[config.mk]
export PLATFORM = sky130hd
export DESIGN_NAME = flux_stream_byte_decoder_top
export DESIGN_NICKNAME = d
export VERILOG_FILES = /design/src/hdl/fsbd_pkg.sv /design/src/hdl/flux_stream_byte_decoder_top.sv /design/src/hdl/fsbd_cfg.sv /design/src/hdl/fsbd_parser.sv /design/src/hdl/fsbd_scaler.sv
export SDC_FILE = /design/constraint.sdc
export NUM_CORES = 2
export LEC_CHECK = 0
export BUFFER_PORTS_ARGS = -buffer_cell sky130_fd_sc_hd__buf_2
export CORE_UTILIZATION = 40
export DETAILED_ROUTE_END_ITERATION = 8
export GPL_TIMING_DRIVEN = 0
export HOLD_SLACK_MARGIN = 0.05
export REMOVE_ABC_BUFFERS = 1
export SYNTH_ARGS = -nofsm -noshare
export SYNTH_HDL_FRONTEND = slang
export SYNTH_SLANG_ARGS = --single-unit
[constraint.sdc]
create_clock -name clk -period 9.6 [get_ports clk]
set_input_delay 1.92 -clock clk [delete_from_list [all_inputs] [get_ports clk]]
set_output_delay 1.92 -clock clk [all_outputs]
set_load 0.02 [all_outputs]
[src/hdl/fsbd_pkg.sv]
// shared types and constants of the flux stream byte decoder
`default_nettype none
package fsbd_pkg;

  localparam int unsigned BYTE_W = 8;
  localparam int unsigned TS_W   = 24;
  localparam int unsigned VAL_W  = 32;
  localparam int unsigned SUM_W  = VAL_W + 1;
  localparam int unsigned FRAC_W = 16;
  localparam int unsigned SKIP_W = 16;
  localparam int unsigned PROD_W = SUM_W + TS_W;
  localparam int unsigned ADDR_W = 3;
  localparam int unsigned DATA_W = 32;

  localparam logic [TS_W-1:0]   TIME_SCALE_RESET = 24'h010000;
  localparam logic [VAL_W-1:0]  OVFL_STEP        = 32'h0001_0000;

  localparam logic [BYTE_W-1:0] OP_CELL2_MAX = 8'h07;
  localparam logic [BYTE_W-1:0] OP_SKIP_BASE = 8'h08;
  localparam logic [BYTE_W-1:0] OP_SKIP_MAX  = 8'h0A;
  localparam logic [BYTE_W-1:0] OP_OVFL      = 8'h0B;
  localparam logic [BYTE_W-1:0] OP_CELL3     = 8'h0C;
  localparam logic [BYTE_W-1:0] OP_OOB       = 8'h0D;
  localparam logic [BYTE_W-1:0] TYPE_INDEX   = 8'h02;
  localparam logic [BYTE_W-1:0] TYPE_END     = 8'h0D;

  // register index within the config space
  localparam logic REG_TIME_SCALE = 1'b0;

  typedef enum logic [3:0] {
    PH_IDLE     = 4'd0,
    PH_C2_LO    = 4'd1,
    PH_C3_HI    = 4'd2,
    PH_C3_LO    = 4'd3,
    PH_SKIP     = 4'd4,
    PH_OOB_TYPE = 4'd5,
    PH_SIZE_LO  = 4'd6,
    PH_SIZE_HI  = 4'd7,
    PH_PAY0     = 4'd8,
    PH_PAY1     = 4'd9,
    PH_PAY2     = 4'd10,
    PH_PAY3     = 4'd11,
    PH_PAYREST  = 4'd12
  } phase_t;

  typedef enum logic [1:0] {
    KIND_CELL  = 2'd0,
    KIND_INDEX = 2'd1,
    KIND_END   = 2'd2
  } kind_t;

  // decoded event before scaling; cells carry the 33 bit sum
  typedef struct packed {
    kind_t            kind;
    logic [SUM_W-1:0] val;
  } evt_t;

endpackage
`default_nettype wire

[src/hdl/flux_stream_byte_decoder_top.sv]
// top level of the flux stream byte decoder
//
//  channel  signals                                   direction
//  in       in_valid/in_ready, stream_byte, first_byte  sink
//  out      out_valid/out_ready, event_kind, value     source
//  cfg      apb psel..prdata, time_scale at 0x0        slave
//
// one byte per cycle while the output is not stalled; every byte is decoded
// in the cycle it is taken; a result passes the parser register, then the
// 33x24 multiply and saturate into the result register
// rst_n synchronous, parser idle and time_scale 0x010000 after reset
// a stalled result holds; input keeps flowing until both registers are full
`default_nettype none
module flux_stream_byte_decoder_top (
  input  wire logic                         clk,
  input  wire logic                         rst_n,
  input  wire logic                         in_valid,
  output logic                              in_ready,
  input  wire logic [fsbd_pkg::BYTE_W-1:0]  in_stream_byte,
  input  wire logic                         in_first_byte,
  output logic                              out_valid,
  input  wire logic                         out_ready,
  output logic      [1:0]                   out_event_kind,
  output logic      [fsbd_pkg::VAL_W-1:0]   out_event_value,
  input  wire logic                         psel,
  input  wire logic                         penable,
  input  wire logic                         pwrite,
  input  wire logic [fsbd_pkg::ADDR_W-1:0]  paddr,
  input  wire logic [fsbd_pkg::DATA_W-1:0]  pwdata,
  output logic      [fsbd_pkg::DATA_W-1:0]  prdata,
  output logic                              pready
);

  logic [fsbd_pkg::TS_W-1:0] time_scale;
  logic                      evt_valid;
  logic                      evt_ready;
  fsbd_pkg::evt_t            evt;

  fsbd_cfg u_cfg (
    .clk        (clk),
    .rst_n      (rst_n),
    .psel       (psel),
    .penable    (penable),
    .pwrite     (pwrite),
    .paddr      (paddr),
    .pwdata     (pwdata),
    .prdata     (prdata),
    .pready     (pready),
    .time_scale (time_scale)
  );

  fsbd_parser u_parser (
    .clk            (clk),
    .rst_n          (rst_n),
    .in_valid       (in_valid),
    .in_ready       (in_ready),
    .in_stream_byte (in_stream_byte),
    .in_first_byte  (in_first_byte),
    .evt_valid      (evt_valid),
    .evt_ready      (evt_ready),
    .evt            (evt)
  );

  fsbd_scaler u_scaler (
    .clk             (clk),
    .rst_n           (rst_n),
    .evt_valid       (evt_valid),
    .evt_ready       (evt_ready),
    .evt             (evt),
    .time_scale      (time_scale),
    .out_valid       (out_valid),
    .out_ready       (out_ready),
    .out_event_kind  (out_event_kind),
    .out_event_value (out_event_value)
  );

`ifndef SYNTH
  // an empty result register never blocks the input
  a_no_idle_stall: assert property (@(posedge clk) disable iff (!rst_n)
    !out_valid |-> in_ready)
    else $error("input stalled with empty result register");

  a_end_zero: assert property (@(posedge clk) disable iff (!rst_n)
    out_valid && out_event_kind == fsbd_pkg::KIND_END |-> out_event_value == '0)
    else $error("end of stream beat with nonzero value");

  // unity scale passes the cell sum through unchanged
  a_unity_scale: assert property (@(posedge clk) disable iff (!rst_n)
    evt_valid && evt_ready && evt.kind == fsbd_pkg::KIND_CELL
    && time_scale == fsbd_pkg::TIME_SCALE_RESET && !evt.val[fsbd_pkg::VAL_W]
    |=> out_event_value == $past(evt.val[fsbd_pkg::VAL_W-1:0]))
    else $error("unity scale changed the cell value");
`endif

endmodule
`default_nettype wire

[src/hdl/fsbd_cfg.sv]
// apb register block holding the time scale
`default_nettype none
module fsbd_cfg (
  input  wire logic                         clk,
  input  wire logic                         rst_n,
  input  wire logic                         psel,
  input  wire logic                         penable,
  input  wire logic                         pwrite,
  input  wire logic [fsbd_pkg::ADDR_W-1:0]  paddr,
  input  wire logic [fsbd_pkg::DATA_W-1:0]  pwdata,
  output logic      [fsbd_pkg::DATA_W-1:0]  prdata,
  output logic                              pready,
  output logic      [fsbd_pkg::TS_W-1:0]    time_scale
);

  logic [fsbd_pkg::TS_W-1:0] time_scale_r;
  logic [fsbd_pkg::TS_W-1:0] time_scale_nxt;
  logic                      sel_ts;

  assign sel_ts = (paddr[fsbd_pkg::ADDR_W-1] == fsbd_pkg::REG_TIME_SCALE);

  always_comb begin
    time_scale_nxt = time_scale_r;
    if (psel && penable && pwrite && sel_ts) begin
      time_scale_nxt = pwdata[fsbd_pkg::TS_W-1:0];
    end
  end

  always_ff @(posedge clk) begin
    if (!rst_n) begin
      time_scale_r <= fsbd_pkg::TIME_SCALE_RESET;
    end else begin
      time_scale_r <= time_scale_nxt;
    end
  end

  always_comb begin
    prdata = '0;
    if (sel_ts) begin
      prdata = {{(fsbd_pkg::DATA_W - fsbd_pkg::TS_W){1'b0}}, time_scale_r};
    end
  end

  assign pready     = 1'b1;
  assign time_scale = time_scale_r;

endmodule
`default_nettype wire

[src/hdl/fsbd_parser.sv]
// opcode parser with its state and the decoded event register
`default_nettype none
module fsbd_parser (
  input  wire logic                         clk,
  input  wire logic                         rst_n,
  input  wire logic                         in_valid,
  output logic                              in_ready,
  input  wire logic [fsbd_pkg::BYTE_W-1:0]  in_stream_byte,
  input  wire logic                         in_first_byte,
  output logic                              evt_valid,
  input  wire logic                         evt_ready,
  output fsbd_pkg::evt_t                    evt
);

  fsbd_pkg::phase_t              phase_r, phase_nxt, ph;
  logic [fsbd_pkg::BYTE_W-1:0]   high_r, high_nxt, hb;
  logic [fsbd_pkg::VAL_W-1:0]    ovfl_r, ovfl_nxt, ov;
  logic [fsbd_pkg::SKIP_W-1:0]   skip_r, skip_nxt, sk;
  logic [fsbd_pkg::BYTE_W-1:0]   btype_r, btype_nxt, bt;
  logic [fsbd_pkg::VAL_W-1:0]    pos_r, pos_nxt, pos;
  logic                          fin_r, fin_nxt, fin;
  logic                          emit;
  fsbd_pkg::evt_t                evt_d;
  logic                          evt_valid_r;
  fsbd_pkg::evt_t                evt_r;
  logic                          accept;
  logic [fsbd_pkg::SUM_W-1:0]    ovfl_add;
  logic [fsbd_pkg::SKIP_W-1:0]   skip_dec;
  logic [fsbd_pkg::SKIP_W-1:0]   size_full;
  logic [fsbd_pkg::VAL_W-1:0]    pos_merge;
  logic [fsbd_pkg::BYTE_W-1:0]   b;

  assign b        = in_stream_byte;
  assign in_ready = !evt_valid_r || evt_ready;
  assign accept   = in_valid && in_ready;

  always_comb begin
    // a first byte clears the parser before decoding
    ph  = in_first_byte ? fsbd_pkg::PH_IDLE : phase_r;
    hb  = in_first_byte ? '0 : high_r;
    ov  = in_first_byte ? '0 : ovfl_r;
    sk  = in_first_byte ? '0 : skip_r;
    bt  = in_first_byte ? '0 : btype_r;
    pos = in_first_byte ? '0 : pos_r;
    fin = in_first_byte ? 1'b0 : fin_r;

    ovfl_add  = {1'b0, ov} + {1'b0, fsbd_pkg::OVFL_STEP};
    skip_dec  = sk - fsbd_pkg::SKIP_W'(1);
    size_full = {b, sk[fsbd_pkg::BYTE_W-1:0]};
    pos_merge = pos | ({{(fsbd_pkg::VAL_W - fsbd_pkg::BYTE_W){1'b0}}, b}
                       << {ph[1:0], 3'b000});

    phase_nxt = ph;
    high_nxt  = hb;
    ovfl_nxt  = ov;
    skip_nxt  = sk;
    btype_nxt = bt;
    pos_nxt   = pos;
    fin_nxt   = fin;
    emit      = 1'b0;
    evt_d.kind = fsbd_pkg::KIND_CELL;
    evt_d.val  = {1'b0, ov} + {{(fsbd_pkg::SUM_W - fsbd_pkg::BYTE_W){1'b0}}, b};

    if (!fin) begin
      unique case (ph)
        fsbd_pkg::PH_IDLE: begin
          if (b <= fsbd_pkg::OP_CELL2_MAX) begin
            high_nxt  = b;
            phase_nxt = fsbd_pkg::PH_C2_LO;
          end else if (b <= fsbd_pkg::OP_SKIP_MAX) begin
            skip_nxt = {{(fsbd_pkg::SKIP_W - fsbd_pkg::BYTE_W){1'b0}},
                        b - fsbd_pkg::OP_SKIP_BASE};
            if (b != fsbd_pkg::OP_SKIP_BASE) begin
              phase_nxt = fsbd_pkg::PH_SKIP;
            end
          end else if (b == fsbd_pkg::OP_OVFL) begin
            ovfl_nxt = ovfl_add[fsbd_pkg::SUM_W-1] ? '1 : ovfl_add[fsbd_pkg::VAL_W-1:0];
          end else if (b == fsbd_pkg::OP_CELL3) begin
            phase_nxt = fsbd_pkg::PH_C3_HI;
          end else if (b == fsbd_pkg::OP_OOB) begin
            phase_nxt = fsbd_pkg::PH_OOB_TYPE;
          end else begin
            emit     = 1'b1;
            ovfl_nxt = '0;
          end
        end
        fsbd_pkg::PH_C2_LO, fsbd_pkg::PH_C3_LO: begin
          phase_nxt = fsbd_pkg::PH_IDLE;
          emit      = 1'b1;
          ovfl_nxt  = '0;
          evt_d.val = {1'b0, ov}
                    + {{(fsbd_pkg::SUM_W - 2*fsbd_pkg::BYTE_W){1'b0}}, hb, b};
        end
        fsbd_pkg::PH_C3_HI: begin
          high_nxt  = b;
          phase_nxt = fsbd_pkg::PH_C3_LO;
        end
        fsbd_pkg::PH_SKIP: begin
          skip_nxt = skip_dec;
          if (skip_dec == '0) begin
            phase_nxt = fsbd_pkg::PH_IDLE;
          end
        end
        fsbd_pkg::PH_OOB_TYPE: begin
          btype_nxt = b;
          if (b == fsbd_pkg::TYPE_END) begin
            fin_nxt    = 1'b1;
            phase_nxt  = fsbd_pkg::PH_IDLE;
            emit       = 1'b1;
            evt_d.kind = fsbd_pkg::KIND_END;
            evt_d.val  = '0;
          end else begin
            phase_nxt = fsbd_pkg::PH_SIZE_LO;
          end
        end
        fsbd_pkg::PH_SIZE_LO: begin
          skip_nxt  = {{(fsbd_pkg::SKIP_W - fsbd_pkg::BYTE_W){1'b0}}, b};
          phase_nxt = fsbd_pkg::PH_SIZE_HI;
        end
        fsbd_pkg::PH_SIZE_HI: begin
          skip_nxt = size_full;
          pos_nxt  = '0;
          if (size_full == '0) begin
            phase_nxt = fsbd_pkg::PH_IDLE;
            if (bt == fsbd_pkg::TYPE_INDEX) begin
              emit       = 1'b1;
              evt_d.kind = fsbd_pkg::KIND_INDEX;
              evt_d.val  = '0;
            end
          end else if (bt == fsbd_pkg::TYPE_INDEX) begin
            phase_nxt = fsbd_pkg::PH_PAY0;
          end else begin
            phase_nxt = fsbd_pkg::PH_PAYREST;
          end
        end
        default: begin
          // block payload: index position bytes, then skipped bytes
          skip_nxt  = skip_dec;
          phase_nxt = fsbd_pkg::PH_PAYREST;
          if (bt == fsbd_pkg::TYPE_INDEX && ph >= fsbd_pkg::PH_PAY0
              && ph < fsbd_pkg::PH_PAYREST) begin
            pos_nxt = pos_merge;
            if (ph == fsbd_pkg::PH_PAY3 || skip_dec == '0) begin
              emit       = 1'b1;
              evt_d.kind = fsbd_pkg::KIND_INDEX;
              evt_d.val  = {1'b0, pos_merge};
            end else begin
              phase_nxt = fsbd_pkg::phase_t'(ph + 4'd1);
            end
          end
          if (skip_dec == '0) begin
            phase_nxt = fsbd_pkg::PH_IDLE;
          end
        end
      endcase
    end
  end

  always_ff @(posedge clk) begin
    if (!rst_n) begin
      phase_r     <= fsbd_pkg::PH_IDLE;
      high_r      <= '0;
      ovfl_r      <= '0;
      skip_r      <= '0;
      btype_r     <= '0;
      pos_r       <= '0;
      fin_r       <= 1'b0;
      evt_valid_r <= 1'b0;
    end else begin
      if (accept) begin
        phase_r <= phase_nxt;
        high_r  <= high_nxt;
        ovfl_r  <= ovfl_nxt;
        skip_r  <= skip_nxt;
        btype_r <= btype_nxt;
        pos_r   <= pos_nxt;
        fin_r   <= fin_nxt;
      end
      if (accept) begin
        evt_valid_r <= emit;
      end else if (evt_ready) begin
        evt_valid_r <= 1'b0;
      end
    end
  end

  always_ff @(posedge clk) begin
    if (accept && emit) begin
      evt_r <= evt_d;
    end
  end

  assign evt_valid = evt_valid_r;
  assign evt       = evt_r;

endmodule
`default_nettype wire

[src/hdl/fsbd_scaler.sv]
// cell time scaling, saturation and result register
`default_nettype none
module fsbd_scaler (
  input  wire logic                         clk,
  input  wire logic                         rst_n,
  input  wire logic                         evt_valid,
  output logic                              evt_ready,
  input  wire fsbd_pkg::evt_t               evt,
  input  wire logic [fsbd_pkg::TS_W-1:0]    time_scale,
  output logic                              out_valid,
  input  wire logic                         out_ready,
  output logic      [1:0]                   out_event_kind,
  output logic      [fsbd_pkg::VAL_W-1:0]   out_event_value
);

  logic [fsbd_pkg::PROD_W-1:0] prod;
  logic [fsbd_pkg::VAL_W-1:0]  value_nxt;
  logic                        out_valid_r;
  logic [1:0]                  kind_r;
  logic [fsbd_pkg::VAL_W-1:0]  value_r;
  logic                        load;

  assign evt_ready = !out_valid_r || out_ready;
  assign load      = evt_valid && evt_ready;

  always_comb begin
    prod = {{fsbd_pkg::TS_W{1'b0}}, evt.val}
         * {{fsbd_pkg::SUM_W{1'b0}}, time_scale};
    value_nxt = evt.val[fsbd_pkg::VAL_W-1:0];
    if (evt.kind == fsbd_pkg::KIND_CELL) begin
      if (prod[fsbd_pkg::PROD_W-1:fsbd_pkg::VAL_W+fsbd_pkg::FRAC_W] != '0) begin
        value_nxt = '1;
      end else begin
        value_nxt = prod[fsbd_pkg::VAL_W+fsbd_pkg::FRAC_W-1:fsbd_pkg::FRAC_W];
      end
    end
  end

  always_ff @(posedge clk) begin
    if (!rst_n) begin
      out_valid_r <= 1'b0;
    end else if (load) begin
      out_valid_r <= 1'b1;
    end else if (out_ready) begin
      out_valid_r <= 1'b0;
    end
  end

  always_ff @(posedge clk) begin
    if (load) begin
      kind_r  <= evt.kind;
      value_r <= value_nxt;
    end
  end

  assign out_valid       = out_valid_r;
  assign out_event_kind  = kind_r;
  assign out_event_value = value_r;

endmodule
`default_nettype wire
==> results.yml <==
worst_setup_path:
  timing.critical_path.required_ns: 9.82
  regToRegEndpoint: "u_scaler.out_event_value[13]$_DFFE_PP_"
  worstRegToRegCells: 23
  worst_r2r_startpoint: "u_parser.evt[5]$_DFFE_PP_"
  slack_of_the_worst_reg_to_reg_path_ns: 0.19
  endpoint_class_of_the_critical_path: "flop"
  critical_path_peak_fanout: 31
  worstSetupStartpointType: "flop"
  path_class: "flop to flop"
  cp_data_arrival_time_ns: 9.63
sta:
  finalSetupViolCount: 0
  achievable-frequency_mhz: 106
  hold_fails_final_rpt: 0
  final_period_minus_worst_setup_slack_ns: 9.41
  timing.final.max_slew_violations: 0
  fin_ws_ns: 0.195
  grt_setup_unrepaired: "false"
  min_period_over_period_pct: 98.0
  slew_headroom_pct: 7.97
  worst_pin_slew_ns: 1.37
  fin_worst_skew_ns: 0.0278
final_layout:
  fraction_of_final_layout_cells_sized_beyond_drive_strength_1_pct: 7.53
  final_util_pct: 44.4
  final_cell_count_no_fill: 5553
  n_fill_cell: 9121
  area_growth_pct: 9.42
  final_net_count: 5226
routing:
  drt_iter0_drc: 2640
  iteration_count_of_the_initial_detailed_routing_pass: 6
  routed_via_density: 5.56
  routed-via-count: 30900
  drc_errors: 0
  route.final.wire_length_mm: 124
  wire_per_inst_um: 22.3
  route.antenna.remaining_nets: 0
floorplanning:
  fp.dieArea_mm2: 0.0944
  fp.dieH_um: 307
  placeableCoreArea_mm2: 0.0919
  row_count: 111
  die-width_um: 307
  io_pins: 120
  initial_utilization_pct: 40.6
global_route:
  first_global_vias: 31092
  grt_first_pass_wirelength_mm: 189
  overflow_left_after_global_routing: 0
  pin_count_of_the_biggest_net_entering_global_routing: 78
  grt.total_usage_pct: 26.6
  grt_antenna_before_repair: 11
clock_network:
  cts_buffer_depth: 2
  tritoncts_clock_tree: "done"
  depth_of_the_cts_h_tree: 4
  numCtsBuffers: 17
  clock_insertion_delay_worst_skew_ns: 0.53
  cts_hold_repair.buffers: 0
  root_buffer: "sky130_fd_sc_hd__clkbuf_16"
  cts.sink_count: 196
  clkTransAtPathRegs_ns: 0.09
power:
  cellPowerDensity_mw_per_mm2: 78.1
  power.share.sequential_pct: 30.4
  switching_share_pct: 44.1
  power.clock.fraction_pct: 25.7
  power_switching_w: 0.00141
  cell_internal_pwr_w: 0.00178
  max-vdd-ir-drop_mv: 0.160
  share_of_power_burned_in_combinational_logic_pct: 43.9
  p_leak_nw: 18.8
logic_synthesis:
  post_synth_main_area_contributors: "sky130_fd_sc_hd__fa_1, sky130_fd_sc_hd__inv_1, sky130_fd_sc_hd__and2_1, sky130_fd_sc_hd__ha_1, sky130_fd_sc_hd__dfxtp_1"
  yosys.area_share.xor_xnor_pct: 2.21
  synth_largest_area_cell: "sky130_fd_sc_hd__fa_1"
  synth.top_cells.by_count: "sky130_fd_sc_hd__inv_1, sky130_fd_sc_hd__fa_1, sky130_fd_sc_hd__nand2_1"
  synth_fa_ha_area_share_pct: 43.4
  compound_gate_fraction_of_synth_area_pct: 11.2
  syn-instance-count: 4311
  synth_seq_area_share_pct: 12.4
  dominant_combinational_cell_family_by_area_after_synthesis: "adder cells"
  syn_area_mm2: 0.0373
  ys_types: 89
  synth_seq_cells: 196
  yosys.area_share.simple_pct: 20.0
  yosysMostFrequentCell: "sky130_fd_sc_hd__inv_1"
  netlist.area_leader.share_pct: 36.5
  synth_warnings: 0
  syn_avg_cell_area_um2: 8.65
  postSynth.asyncResetShare_pct: 0
  count_of_flip_flops_with_a_built_in_enable_after_synthesis: 69
  muxShareOfSynthArea_pct: 0.0537
  dominant_synthesized_flop_cell: "sky130_fd_sc_hd__dfxtp_1"
hold_path:
  min_path_type: "flop to flop"
  worst_hold_startpoint: "u_parser.ovfl_r[7]$_SDFFE_PN0P_"
  whs_path_cells: 2
  endpoint_worst_hold: "u_parser.ovfl_r[7]$_SDFFE_PN0P_"
place:
  place_ws_ns: -1.25
  dp_hpwl_mm: 82.9
  place.gp.congestion: 0.919
  portBuffers: 100
  dpl.cell_count: 5429
job:
  drv.max_cap_violation_count: 0
run_status:
  run_status: "finished clean"
-- how the worst max path moves through the flow --
stage,startpoint,to,slack (ns),cells after the start
5_1_grt,u_parser.evt[5]$_DFFE_PP_,u_scaler.out_event_value[14]$_DFFE_PP_,0.04,24
4_1_cts,u_parser.evt[20]$_DFFE_PP_,u_scaler.out_event_value[14]$_DFFE_PP_,0.002,24
2_1_floorplan,u_cfg.time_scale[3]$_SDFFE_PN0P_,u_scaler.out_event_value[0]$_DFFE_PP_,1.56,24
6_report,u_parser.evt[5]$_DFFE_PP_,u_scaler.out_event_value[13]$_DFFE_PP_,0.19,23
3_3_place_gp,u_cfg.time_scale[9]$_SDFFE_PN0P_,u_scaler.out_event_value[13]$_DFFE_PP_,-1.81,24
3_5_place_dp,u_parser.evt[25]$_DFFE_PP_,u_scaler.out_event_value[17]$_DFFE_PP_,-1.25,24
-- cell type report --
cell class | instances | area [µm²] | area share, %
flip-flops and latches | 196 | 4640 | 11.4
diodes | 7 | 17.5 | 0.0429
repair buffers | 216 | 2270 | 5.57
clock buffers | 18 | 450 | 1.10
well taps | 1243 | 1560 | 3.81
inverters | 780 | 2930 | 7.18
clock inverters | 14 | 179 | 0.439
multi-input cells | 3079 | 28800 | 70.5
-- registers in the layout (all words and copies together) (netlist names) --
signal and count:
u_parser.evt 35, u_parser.ovfl_r 32, u_parser.pos_r 32, u_scaler.out_event_value 32, u_cfg.time_scale 24, u_parser.skip_r 16
u_parser.btype_r 8, u_parser.high_r 8, u_parser.phase_r 4, u_scaler.out_event_kind 2, u_parser.evt_valid 1, u_parser.fin_r 1
u_scaler.out_valid 1
-- timing repair --
action	CTS	global route
setup endpoints to repair	31	31
gates resized for setup	2	2
buffers inserted	35	50
-- cell usage in the layout (no fill, tap or decap), drive strengths merged, types with 7 or more instances in the layout --
cell	synthesis	final
o21bai	19	19
inv	779	791
o211ai	25	25
xnor2	60	60
nor2b	136	136
a21boi	39	39
nand2	593	593
nor2	131	131
ha	205	205
nand3	33	33
nand4	34	34
o211a	10	10
a22oi	79	79
diode	0	7
nor3	43	43
a21o	28	28
and2	442	442
o221ai	14	14
a31oi	13	13
buf	27	216
a21oi	141	141
o21ai	119	119
a211oi	13	13
or3	11	11
dfxtp	127	127
o21a	12	12
conb	2	9
o22ai	7	7
or2	7	7
nor4	10	10
edfxtp	69	69
xor2	34	34
or4	7	7
o31ai	12	12
fa	680	680
o22a	31	31
clkbuf	236	18
-- power by group through the flow --
stage / Sequential [W] / Combinational, W / Clock, W
floorplan: 0.000992 / 0.000797 / 0
global placement: 0.00108 / 0.00115 / 0
detailed placement: 0.00106 / 0.00120 / 0
CTS: 0.00100 / 0.00130 / 0.000828
global route: 0.000971 / 0.00153 / 0.000855
finish: 0.000969 / 0.00140 / 0.000819
-- through the flow --
step	instance area (µm²)	hold slack, ns	TNS, ns	power (W)
after CTS	40200	0.469	0	0.00314
after detailed placement	39000	0.456	-36.51	0.00226
final	40800	0.465	0	0.00319
after global placement	38300	0.433	-65.14	0.00223
after floorplan	36200	0.427	0	0.00179
after global routing	40800	0.490	0	0.00335
-- critical path, cell delays in order, from the launching register on --
cell	delay, ns
sky130_fd_sc_hd__edfxtp_1	0.83
sky130_fd_sc_hd__and2_1	0.39
sky130_fd_sc_hd__fa_1	0.54
sky130_fd_sc_hd__inv_1	0.06
sky130_fd_sc_hd__fa_1	0.53
sky130_fd_sc_hd__inv_1	0.05
sky130_fd_sc_hd__fa_1	0.49
sky130_fd_sc_hd__fa_1	0.55
sky130_fd_sc_hd__fa_1	0.47
sky130_fd_sc_hd__fa_1	0.50
sky130_fd_sc_hd__inv_1	0.05
sky130_fd_sc_hd__fa_1	0.47
sky130_fd_sc_hd__inv_1	0.04
sky130_fd_sc_hd__ha_1	0.43
sky130_fd_sc_hd__nand3_1	0.20
sky130_fd_sc_hd__nor2_1	0.30
sky130_fd_sc_hd__nand2_1	0.12
sky130_fd_sc_hd__a211oi_1	0.68
sky130_fd_sc_hd__o211ai_1	0.34
sky130_fd_sc_hd__a311oi_1	0.47
sky130_fd_sc_hd__o221ai_1	0.22
sky130_fd_sc_hd__a2111oi_4	0.45
sky130_fd_sc_hd__nand3_4	0.45
sky130_fd_sc_hd__o22a_1	0.45
-- logic make-up (layout without fill, tap and decap cells) --
group,Yosys count,count (layout)
simple gates,1481,1481
buf+inv,1043,1028
fa+ha+maj,885,885
compound gates,608,608
flops,196,196
xor+xnor,94,94
other cells,2,16
mux,2,2
-- metal layers --
layer / global-route usage (%) / vias to the layer above / share of wire [%]
met4: 11.6 / 6 / 4.2
met3: 4.16 / 290 / 8.5
li1: - / 13353 / -
met5: 0 / - / 0.028
met1: 35.9 / 15827 / 41
met2: 42.1 / 1424 / 46
(Power assumes the default switching activity.)
